`config.mk`:
```
export PLATFORM = sky130hd
export DESIGN_NAME = payload_magic_number_classifier
export DESIGN_NICKNAME = d
export VERILOG_FILES = /design/src/design/pmnc_pkg.sv /design/src/design/pmnc_match.sv /design/src/design/payload_magic_number_classifier.sv
export SDC_FILE = /design/constraint.sdc
export NUM_CORES = 1
export LEC_CHECK = 0
export ABC_AREA = 1
export BUFFER_PORTS_ARGS = -buffer_cell sky130_fd_sc_hd__buf_2
export CORE_MARGIN = 2
export CORE_UTILIZATION = 30
export DETAILED_ROUTE_END_ITERATION = 8
export GPL_TIMING_DRIVEN = 0
export PLACE_DENSITY = 0.55
export SKIP_LAST_GASP = 1
export SLEW_MARGIN = 20
export SYNTH_ARGS = -nofsm -noshare
export SYNTH_HDL_FRONTEND = slang
export SYNTH_SLANG_ARGS = --single-unit
```
`constraint.sdc`:
```
create_clock -name clk -period 3.3 [get_ports clk]
set_input_delay 0.66 -clock clk [delete_from_list [all_inputs] [get_ports clk]]
set_output_delay 0.66 -clock clk [all_outputs]
set_load 0.05 [all_outputs]
```
`src/design/pmnc_pkg.sv`:
```
// Package for the payload magic-number classifier.
// Holds the class codes, the signature table and the match result type.
// No dependencies.
`default_nettype none

package pmnc_pkg;

  localparam int unsigned CLASS_W    = 5;
  localparam int unsigned LIMIT_W    = 16;
  localparam int unsigned LEN_W      = 16;
  localparam int unsigned SIG_COUNT  = 34;
  localparam int unsigned MIN_LENGTH = 4;

  typedef logic [CLASS_W-1:0] class_t;

  localparam class_t CLS_STILL_UNKNOWN = 5'd0;
  localparam class_t CLS_UNKNOWN       = 5'd1;
  localparam class_t CLS_AVI           = 5'd2;
  localparam class_t CLS_EXE           = 5'd3;
  localparam class_t CLS_OGG           = 5'd4;
  localparam class_t CLS_ZIP           = 5'd5;
  localparam class_t CLS_MPEG          = 5'd6;
  localparam class_t CLS_RAR           = 5'd7;
  localparam class_t CLS_EBML          = 5'd8;
  localparam class_t CLS_JPG           = 5'd9;
  localparam class_t CLS_GIF           = 5'd10;
  localparam class_t CLS_PHP           = 5'd11;
  localparam class_t CLS_SCRIPT        = 5'd12;
  localparam class_t CLS_PDF           = 5'd13;
  localparam class_t CLS_PNG           = 5'd14;
  localparam class_t CLS_HTML          = 5'd15;
  localparam class_t CLS_7ZIP          = 5'd16;
  localparam class_t CLS_GZIP          = 5'd17;
  localparam class_t CLS_XML           = 5'd18;
  localparam class_t CLS_FLAC          = 5'd19;
  localparam class_t CLS_MP3           = 5'd20;
  localparam class_t CLS_RPM           = 5'd21;
  localparam class_t CLS_WZ            = 5'd22;
  localparam class_t CLS_FLV           = 5'd23;
  localparam class_t CLS_BKF           = 5'd24;
  localparam class_t CLS_DOC           = 5'd25;
  localparam class_t CLS_ASP           = 5'd26;
  localparam class_t CLS_WMS           = 5'd27;
  localparam class_t CLS_DEB           = 5'd28;
  localparam class_t CLS_SPF           = 5'd29;
  localparam class_t CLS_ABIF          = 5'd30;
  localparam class_t CLS_BZIP2         = 5'd31;

  localparam logic [LIMIT_W-1:0] LIMIT_RESET = 16'd20;

  typedef struct packed {
    logic [31:0] pattern;
    logic [31:0] mask;
    class_t      code;
  } sig_t;

  typedef struct packed {
    logic   hit;
    class_t code;
  } match_t;

  // bytes packed first byte in the top octet; earlier entries win
  localparam sig_t SIG_TABLE [SIG_COUNT] = '{
    '{32'h52494646, 32'hFFFFFFFF, CLS_AVI},    // RIFF
    '{32'h4D5A0000, 32'hFFFF00FF, CLS_EXE},    // MZ, third byte free
    '{32'h4F676753, 32'hFFFFFFFF, CLS_OGG},    // OggS
    '{32'h504B0304, 32'hFFFFFFFF, CLS_ZIP},
    '{32'h000001BA, 32'hFFFFFFFF, CLS_MPEG},
    '{32'h52617221, 32'hFFFFFFFF, CLS_RAR},    // Rar!
    '{32'h1A45DFA3, 32'hFFFFFFFF, CLS_EBML},
    '{32'hFFD80000, 32'hFFFF0000, CLS_JPG},
    '{32'h47494638, 32'hFFFFFFFF, CLS_GIF},
    '{32'h3C3F7068, 32'hFFFFFFFF, CLS_PHP},
    '{32'h23212F62, 32'hFFFFFFFF, CLS_SCRIPT},
    '{32'h25504446, 32'hFFFFFFFF, CLS_PDF},
    '{32'h89504E47, 32'hFFFFFFFF, CLS_PNG},
    '{32'h3C68746D, 32'hFFFFFFFF, CLS_HTML},
    '{32'h0A3C2144, 32'hFFFFFFFF, CLS_HTML},
    '{32'h377ABCAF, 32'hFFFFFFFF, CLS_7ZIP},
    '{32'h1F8B0800, 32'hFFFFFF00, CLS_GZIP},
    '{32'h3C21444F, 32'hFFFFFFFF, CLS_XML},
    '{32'h664C6143, 32'hFFFFFFFF, CLS_FLAC},
    '{32'h49443303, 32'hFFFFFFFF, CLS_MP3},
    '{32'hFFFB90C0, 32'hFFFFFFFF, CLS_MP3},
    '{32'hEDABEEDB, 32'hFFFFFFFF, CLS_RPM},
    '{32'h577A5061, 32'hFFFFFFFF, CLS_WZ},
    '{32'h464C5601, 32'hFFFFFFFF, CLS_FLV},
    '{32'h54415045, 32'hFFFFFFFF, CLS_BKF},
    '{32'hD0CF11E0, 32'hFFFFFFFF, CLS_DOC},
    '{32'h3C254020, 32'hFFFFFFFF, CLS_ASP},
    '{32'h3C212D2D, 32'hFFFFFFFF, CLS_WMS},
    '{32'h213C6172, 32'hFFFFFFFF, CLS_DEB},
    '{32'h3C3F786D, 32'hFFFFFFFF, CLS_XML},
    '{32'h3C697120, 32'hFFFFFFFF, CLS_XML},
    '{32'h53504649, 32'hFFFFFFFF, CLS_SPF},
    '{32'h41424946, 32'hFFFFFFFF, CLS_ABIF},
    '{32'h425A6839, 32'hFFFFFFFF, CLS_BZIP2}
  };

endpackage

`default_nettype wire

```
`src/design/pmnc_match.sv`:
```
// Signature matcher: compares a four-byte word with every table entry in
// parallel and picks the earliest hit. Combinational. Uses pmnc_pkg.
`default_nettype none

module pmnc_match (
  input  logic [31:0]      word,
  output pmnc_pkg::match_t match
);
  import pmnc_pkg::*;

  logic [SIG_COUNT-1:0] hits;

  always_comb begin
    for (int i = 0; i < SIG_COUNT; i++) begin
      hits[i] = ((word & SIG_TABLE[i].mask) == SIG_TABLE[i].pattern);
    end
  end

  // walk from lowest priority up so the first entry in the table wins
  always_comb begin
    match.hit  = |hits;
    match.code = CLS_STILL_UNKNOWN;
    for (int i = SIG_COUNT - 1; i >= 0; i--) begin
      if (hits[i]) begin
        match.code = SIG_TABLE[i].code;
      end
    end
  end

endmodule

`default_nettype wire

```
`src/design/payload_magic_number_classifier.sv`:
```
// Top level of the payload magic-number classifier: input register,
// signature match and give-up rule, result register. Uses pmnc_pkg, pmnc_match.
//
//  channel   | handshake              | payload
//  ----------+------------------------+----------------------------------------
//  command   | start, busy            | first..fourth_byte, payload_length,
//            |                        | flow_packet_count, current_class
//  result    | done (one-cycle strobe)| new_class, class_written
//  config    | cfg_valid, cfg_ready   | cfg_data (give-up packet limit)
//
// One item per cycle; busy stays low, so a command is taken on every start.
// The result passes through the input register, then the matcher and
// give-up compare feed the result register.
// Synchronous reset clears the pipeline valids and sets the limit to 20.
// The receiver cannot stall; every result is shown for exactly one cycle.
`default_nettype none

module payload_magic_number_classifier (
  input  logic                          clk,
  input  logic                          rst,
  input  logic                          start,
  output logic                          busy,
  input  logic [7:0]                    first_byte,
  input  logic [7:0]                    second_byte,
  input  logic [7:0]                    third_byte,
  input  logic [7:0]                    fourth_byte,
  input  logic [pmnc_pkg::LEN_W-1:0]    payload_length,
  input  logic [pmnc_pkg::LIMIT_W-1:0]  flow_packet_count,
  input  logic [pmnc_pkg::CLASS_W-1:0]  current_class,
  output logic                          done,
  output logic [pmnc_pkg::CLASS_W-1:0]  new_class,
  output logic                          class_written,
  input  logic                          cfg_valid,
  output logic                          cfg_ready,
  input  logic [pmnc_pkg::LIMIT_W-1:0]  cfg_data
);
  import pmnc_pkg::*;

  logic [LIMIT_W-1:0] limit;

  logic               in_valid;
  logic [31:0]        in_word;
  logic               in_long;
  logic [LIMIT_W-1:0] in_count;
  class_t             in_class;

  match_t             match;
  logic               give_up;
  class_t             class_next;
  logic               written_next;

  assign busy      = 1'b0;
  assign cfg_ready = 1'b1;

  always_ff @(posedge clk) begin
    if (rst) begin
      limit <= LIMIT_RESET;
    end else if (cfg_valid && cfg_ready) begin
      limit <= cfg_data;
    end
  end

  always_ff @(posedge clk) begin
    if (rst) begin
      in_valid <= 1'b0;
    end else begin
      in_valid <= start && !busy;
    end
  end

  always_ff @(posedge clk) begin
    if (start && !busy) begin
      in_word  <= {first_byte, second_byte, third_byte, fourth_byte};
      in_long  <= (payload_length >= LEN_W'(MIN_LENGTH));
      in_count <= flow_packet_count;
      in_class <= current_class;
    end
  end

  pmnc_match u_match (
    .word  (in_word),
    .match (match)
  );

  assign give_up = (in_class == CLS_STILL_UNKNOWN) && (in_count > limit);

  always_comb begin
    class_next   = in_class;
    written_next = 1'b0;
    if (in_long) begin
      if (match.hit) begin
        class_next   = match.code;
        written_next = 1'b1;
      end else if (give_up) begin
        class_next   = CLS_UNKNOWN;
        written_next = 1'b1;
      end
    end
  end

  always_ff @(posedge clk) begin
    if (rst) begin
      done <= 1'b0;
    end else begin
      done <= in_valid;
    end
  end

  always_ff @(posedge clk) begin
    if (in_valid) begin
      new_class     <= class_next;
      class_written <= written_next;
    end
  end

`ifndef SYNTHESIS
  a_latency: assert property (@(posedge clk) disable iff (rst)
    (start && !busy) |-> ##2 done)
    else $error("result strobe missing two cycles after command");

  a_unchanged: assert property (@(posedge clk) disable iff (rst)
    (done && !class_written) |-> (new_class == $past(current_class, 2)))
    else $error("class changed without a write");

  a_short: assert property (@(posedge clk) disable iff (rst)
    (done && ($past(payload_length, 2) < LEN_W'(MIN_LENGTH))) |-> !class_written)
    else $error("short payload produced a class write");

  a_give_up: assert property (@(posedge clk) disable iff (rst)
    (done && class_written && (new_class == CLS_UNKNOWN))
      |-> ($past(current_class, 2) == CLS_STILL_UNKNOWN)
       && ($past(flow_packet_count, 2) > limit))
    else $error("give-up fired without its conditions");
`endif

endmodule

`default_nettype wire
```
# Yosys cells after proc, flatten, opt, wreduce, memory -nomap -nowiden
# Index checks and enable logic that the tools add are counted.
# Widths: inputs -> output; s select.
# totals
reg_bits	78
out_inout_bits	9
# classes
eq_ne	34
mux	39
n_reduce_logical	3
magnitude_cmp	2
# ops
op	count
$eq 32x31->1 const B	13
$eq 32x30->1 const B	11
$mux 5	37
$eq 32x32->1 const B	4
$reduce_or 34->1	1
$eq 32x28->1 const B	1
$eq 32x29->1 const B	1
$eq 32x9->1 const B	1
$eq 24x21->1 const B	1
$eq 24x23->1 const B	1
$eq 16x16->1 const B	1
$ge 16x3->1 const B	1
$gt 16x16->1	1
$logic_not 5->1	1
$mux 1	2
$logic_and 1x1->1	1

# Logic depth before layout (Yosys ltp)
# depth
ltp_word	37
ltp_mapped	17

# Modules after synthesis
# A second synthesis with hierarchy kept.
# unflattened
cells_unflattened	579
hier_area_um2	4616.9
# by_module_without_submodules
mod	cells_each	instances	area_per_inst_um2	seq_area_each_um2
payload_magic_number_classifier	228	1	2964.1	2162.1
pmnc_match	351	1	1652.8	0.0

# Worst setup path after synthesis
# No wires, ideal clock.
# synth_path
path_type	reg2reg
from	register in_word[14]
to	register new_class[0] (netlist name) (data pin)
synth_period_minus_slack_ns	1.927
path_buffers	0
setup_ns	0.253
path_stages_with_launch	14
arrival_time_ns	1.674
slack_ns	1.373
cell_sequence	edfxtp_1 > inv_2 > nand2_1 > nor2_1 > inv_2 > nor2_1 > nand3_1 > o31ai_1 > nor2_1 > nand2_1 > o21ai_2 > and2_1 > nor2_1 > nor2_1
# synth_between
elab_chain_cells	37
elab_cells_between_ends	69
classes_between	eq/ne: 32; mux: 36; reduce/logical: 1
# synth_rtl
element	line_no	text
from (decl)	payload_magic_number_classifier.sv:42	logic [31:0] in_word;
from (signal assigned)	payload_magic_number_classifier.sv:73	in_word <= {first_byte, second_byte, third_byte, fourth_byte};
$eq 32x31->1	pmnc_match.sv:15	hits[i] = ((word & SIG_TABLE[i].mask) == SIG_TABLE[i].pattern);
$mux 5 (34 in series)	pmnc_match.sv:24	if (hits[i]) begin
$mux 5 (*)	payload_magic_number_classifier.sv:91	if (match.hit) begin
$mux 5 (*)	payload_magic_number_classifier.sv:90	if (in_long) begin
net class_next[0]	payload_magic_number_classifier.sv:49	class_t class_next;
to (signal assigned)	payload_magic_number_classifier.sv:111	new_class <= class_next;
to (decl)	payload_magic_number_classifier.sv:31	output logic [pmnc_pkg::CLASS_W-1:0] new_class,
# The timed path passes the listed nets; every way through them passes the cells marked *.
# A chain may end at the register's enable or synchronous reset.

# Worst setup path after layout
# layout_path
from	register in_word[25]
to	register new_class[0] (netlist name) (data pin)
# The elaborated chain is that of the path after synthesis.

==> impl_metrics.yaml <==
run_status:
  status: "complete, no violations"
synth:
  synth_cell_types: 38
  syn-num-nets: 820
  synth_warnings: 0
  synth_flop_cell: "edfxtp_1"
  syn_inst: 715
  synth_area_um2: 5250
  synth-async-reset-ratio_pct: 0
  synth_seq_cells: 78
  avgSynthCellArea_um2: 7.34
  yosysSeqAreaShare_pct: 41.2
  synth_edf_count: 60
floorplanning:
  io_pins: 98
  die_x_um: 136
  dieArea_um2: 18600
  core.rowCount: 48
  die_y_um: 136
  start_util_pct: 30.6
  core_area_um2: 17200
global_routing:
  antenna_found_initial: 0
  grtUsageTotal_pct: 21.4
  grt_max_degree: 56
  grt_pass1_vias: 5247
  overflow: 0
  grt_pass1_wl_mm: 29.0
placed_design:
  gp_congestion: 1.03
  placed_area_um2: 6000
  io_buffers: 93
  dp_hpwl_mm: 15.8
setup_path:
  worstPathRequired_ns: 3.41
  worstSetupEndpointType: "register"
  cp_max_fo: 4
  worstSetupPathType: "register to register"
  critPathArrivalTime_ns: 2.82
  cp-start-kind: "register"
power_and_ir_drop:
  power.density_nw_per_um2: 411
  p_leak_nw: 2.73
  ir_drop_mv: 0.385
finish:
  syn2layout_area_growth_pct: 19.7
  final_common_cell: "nand2_1"
  fillCellCount: 1922
  layout_common_cells: "nand2_1 (119), nor2_1 (116), inv_1 (104)"
  n_antenna_cell: 0
  layout-drive-gt1-share_pct: 20.5
  nets: 924
  design_area_um2: 6280
drt:
  vias: 5469
  dr.first_iter.drc_count: 560
  wl_per_cell_um: 18.3
  antenna_left: 0
  avgViaCountPerCell: 5.21
  routed_wl_mm: 19.2
  dr.pass1.iters: 8
  drc: 0
hold_path:
  hold_path_class: "register to register"
sta:
  tightest_slew_ns: 0.708
  clock-skew-final_ns: 0.00931
  slew_violations: 0
  min_period_over_period_pct: 82.3
  fin_setup_tns_ns: 0
  setup-violations-final: 0
  period_minus_slack_ns: 2.71
  rsz0062_at_grt: "false"
  finalHoldViolCount: 0
  max_freq_mhz: 368
  max_slew_margin_pct: 52.8
job:
  drv_cap: 0
cts:
  clkTransAtPathRegs_ns: 0.07
  cts-root-buf: "clkbuf_16"
  cts_tree: "done"
  clkLatencyLatePin_ns: 0.36
  clk_path_buf_depth: 2
  ctsHoldBuffers: 0
  cts_resized: 0
  cts_made_buffers: 9
  cts_max_level: 3
  postCtsSetupBuffers: 0
  clkSinkCount: 78
-- power by group --
| part | switching (W) | leakage (nW) | total (W) | internal, W |
|---|---|---|---|---|
| Clock | 0.000460 | 0.140 | 0.000986 | 0.000526 |
| Combinational | 0.000288 | 1.85 | 0.000407 | 0.000119 |
| Sequential | 0.0000489 | 0.734 | 0.00119 | 0.00114 |
| Total | 0.000797 | 2.73 | 0.00258 | 0.00179 |
-- cells by family after synthesis --
logic type	after synthesis	synth area share, %
AO/OA/AOI/OAI	66	7.34
buffers and inverters	134	9.73
adder cells (fa/ha/maj)	16	3.81
AND/OR/NAND/NOR	419	37.8
other	2	0.143
flip-flops	78	41.2
-- layer usage --
layer / share of wire [%] / routed length [um] / track usage (%)
met5: 0 / 0 / 0
met4: 5.0 / 969 / 12.2
met3: 8.2 / 1570 / 4.70
met2: 42 / 8090 / 31.5
met1: 45 / 8590 / 28.8
-- registers in the layout, summed over array words and instances (netlist names) --
| register | flops |
|---|---|
| limit | 16 |
| in_long | 1 |
| in_count | 16 |
| in_word | 32 |
| done | 1 |
| in_valid | 1 |
| new_class | 5 |
| class_written | 1 |
| in_class | 5 |
-- final timing paths --
check | from | to | slack (ns) | depth (start not counted)
min | limit[5] | limit[5] | 0.46 | 2
max reg2reg | in_word[25] | new_class[0] | 0.59 | 12
min reg2reg | limit[5] | limit[5] | 0.46 | 2
max | in_word[25] | new_class[0] | 0.59 | 12
-- critical path, cell delays in order, from the launching register on --
cell and delay, ns:
edfxtp_1 0.38, nand2_1 0.14, nor2_1 0.36, inv_2 0.11, nor3_2 0.21, inv_1 0.10, nor4_2 0.51, nor3_1 0.14
nand2_1 0.13, o21ai_2 0.07, and2_1 0.16, nor2_1 0.09, nor2_1 0.04
-- layout make-up --
class | count | area [um^2] | share of cell area (%)
flip-flops and latches | 78 | 2160 | 34.4
clock buffers | 9 | 225 | 3.58
multi-input cells | 503 | 2570 | 41.0
plain buffers | 5 | 26.3 | 0.418
well taps | 225 | 282 | 4.48
inverters | 129 | 484 | 7.71
clock inverters | 7 | 60.1 | 0.956
repair buffers | 93 | 468 | 7.45
-- through the flow --
stage	hold WS [ns]	power (W)	instances	setup WS [ns]	utilization (%)
after floorplan	0.435	0.00144	715	1.37	-
after global placement	0.451	0.00161	1033	0.593	34.9
after detailed placement	0.454	0.00161	1033	0.711	34.9
after CTS	0.458	0.00261	1049	0.691	36.6
after global routing	0.461	0.00270	1049	0.458	36.6
final	0.463	0.00258	1049	0.586	36.6
-- synthesized netlist by cell type, types with 3 or more instances --
| master | number | share of area, % |
|---|---|---|
| nand2_2 | 11 | 1.3 |
| nor2_1 | 116 | 8.3 |
| nor3_1 | 32 | 3.1 |
| a21oi_1 | 23 | 2.2 |
| o31ai_1 | 5 | 0.72 |
| nor2_2 | 13 | 1.5 |
| nand3_1 | 37 | 3.5 |
| inv_1 | 104 | 7.4 |
| ha_1 | 16 | 3.8 |
| nand4_1 | 52 | 6.2 |
| nor2_4 | 3 | 0.64 |
| inv_2 | 25 | 1.8 |
| edfxtp_1 | 60 | 34 |
| dfxtp_1 | 18 | 6.9 |
| clkbuf_1 | 3 | 0.21 |
| o21ai_0 | 21 | 2.0 |
| nand2_1 | 119 | 8.5 |
| a31oi_1 | 5 | 0.60 |
| nor4_1 | 28 | 3.3 |
No activity file was read; power rests on OpenSTA's default activity.
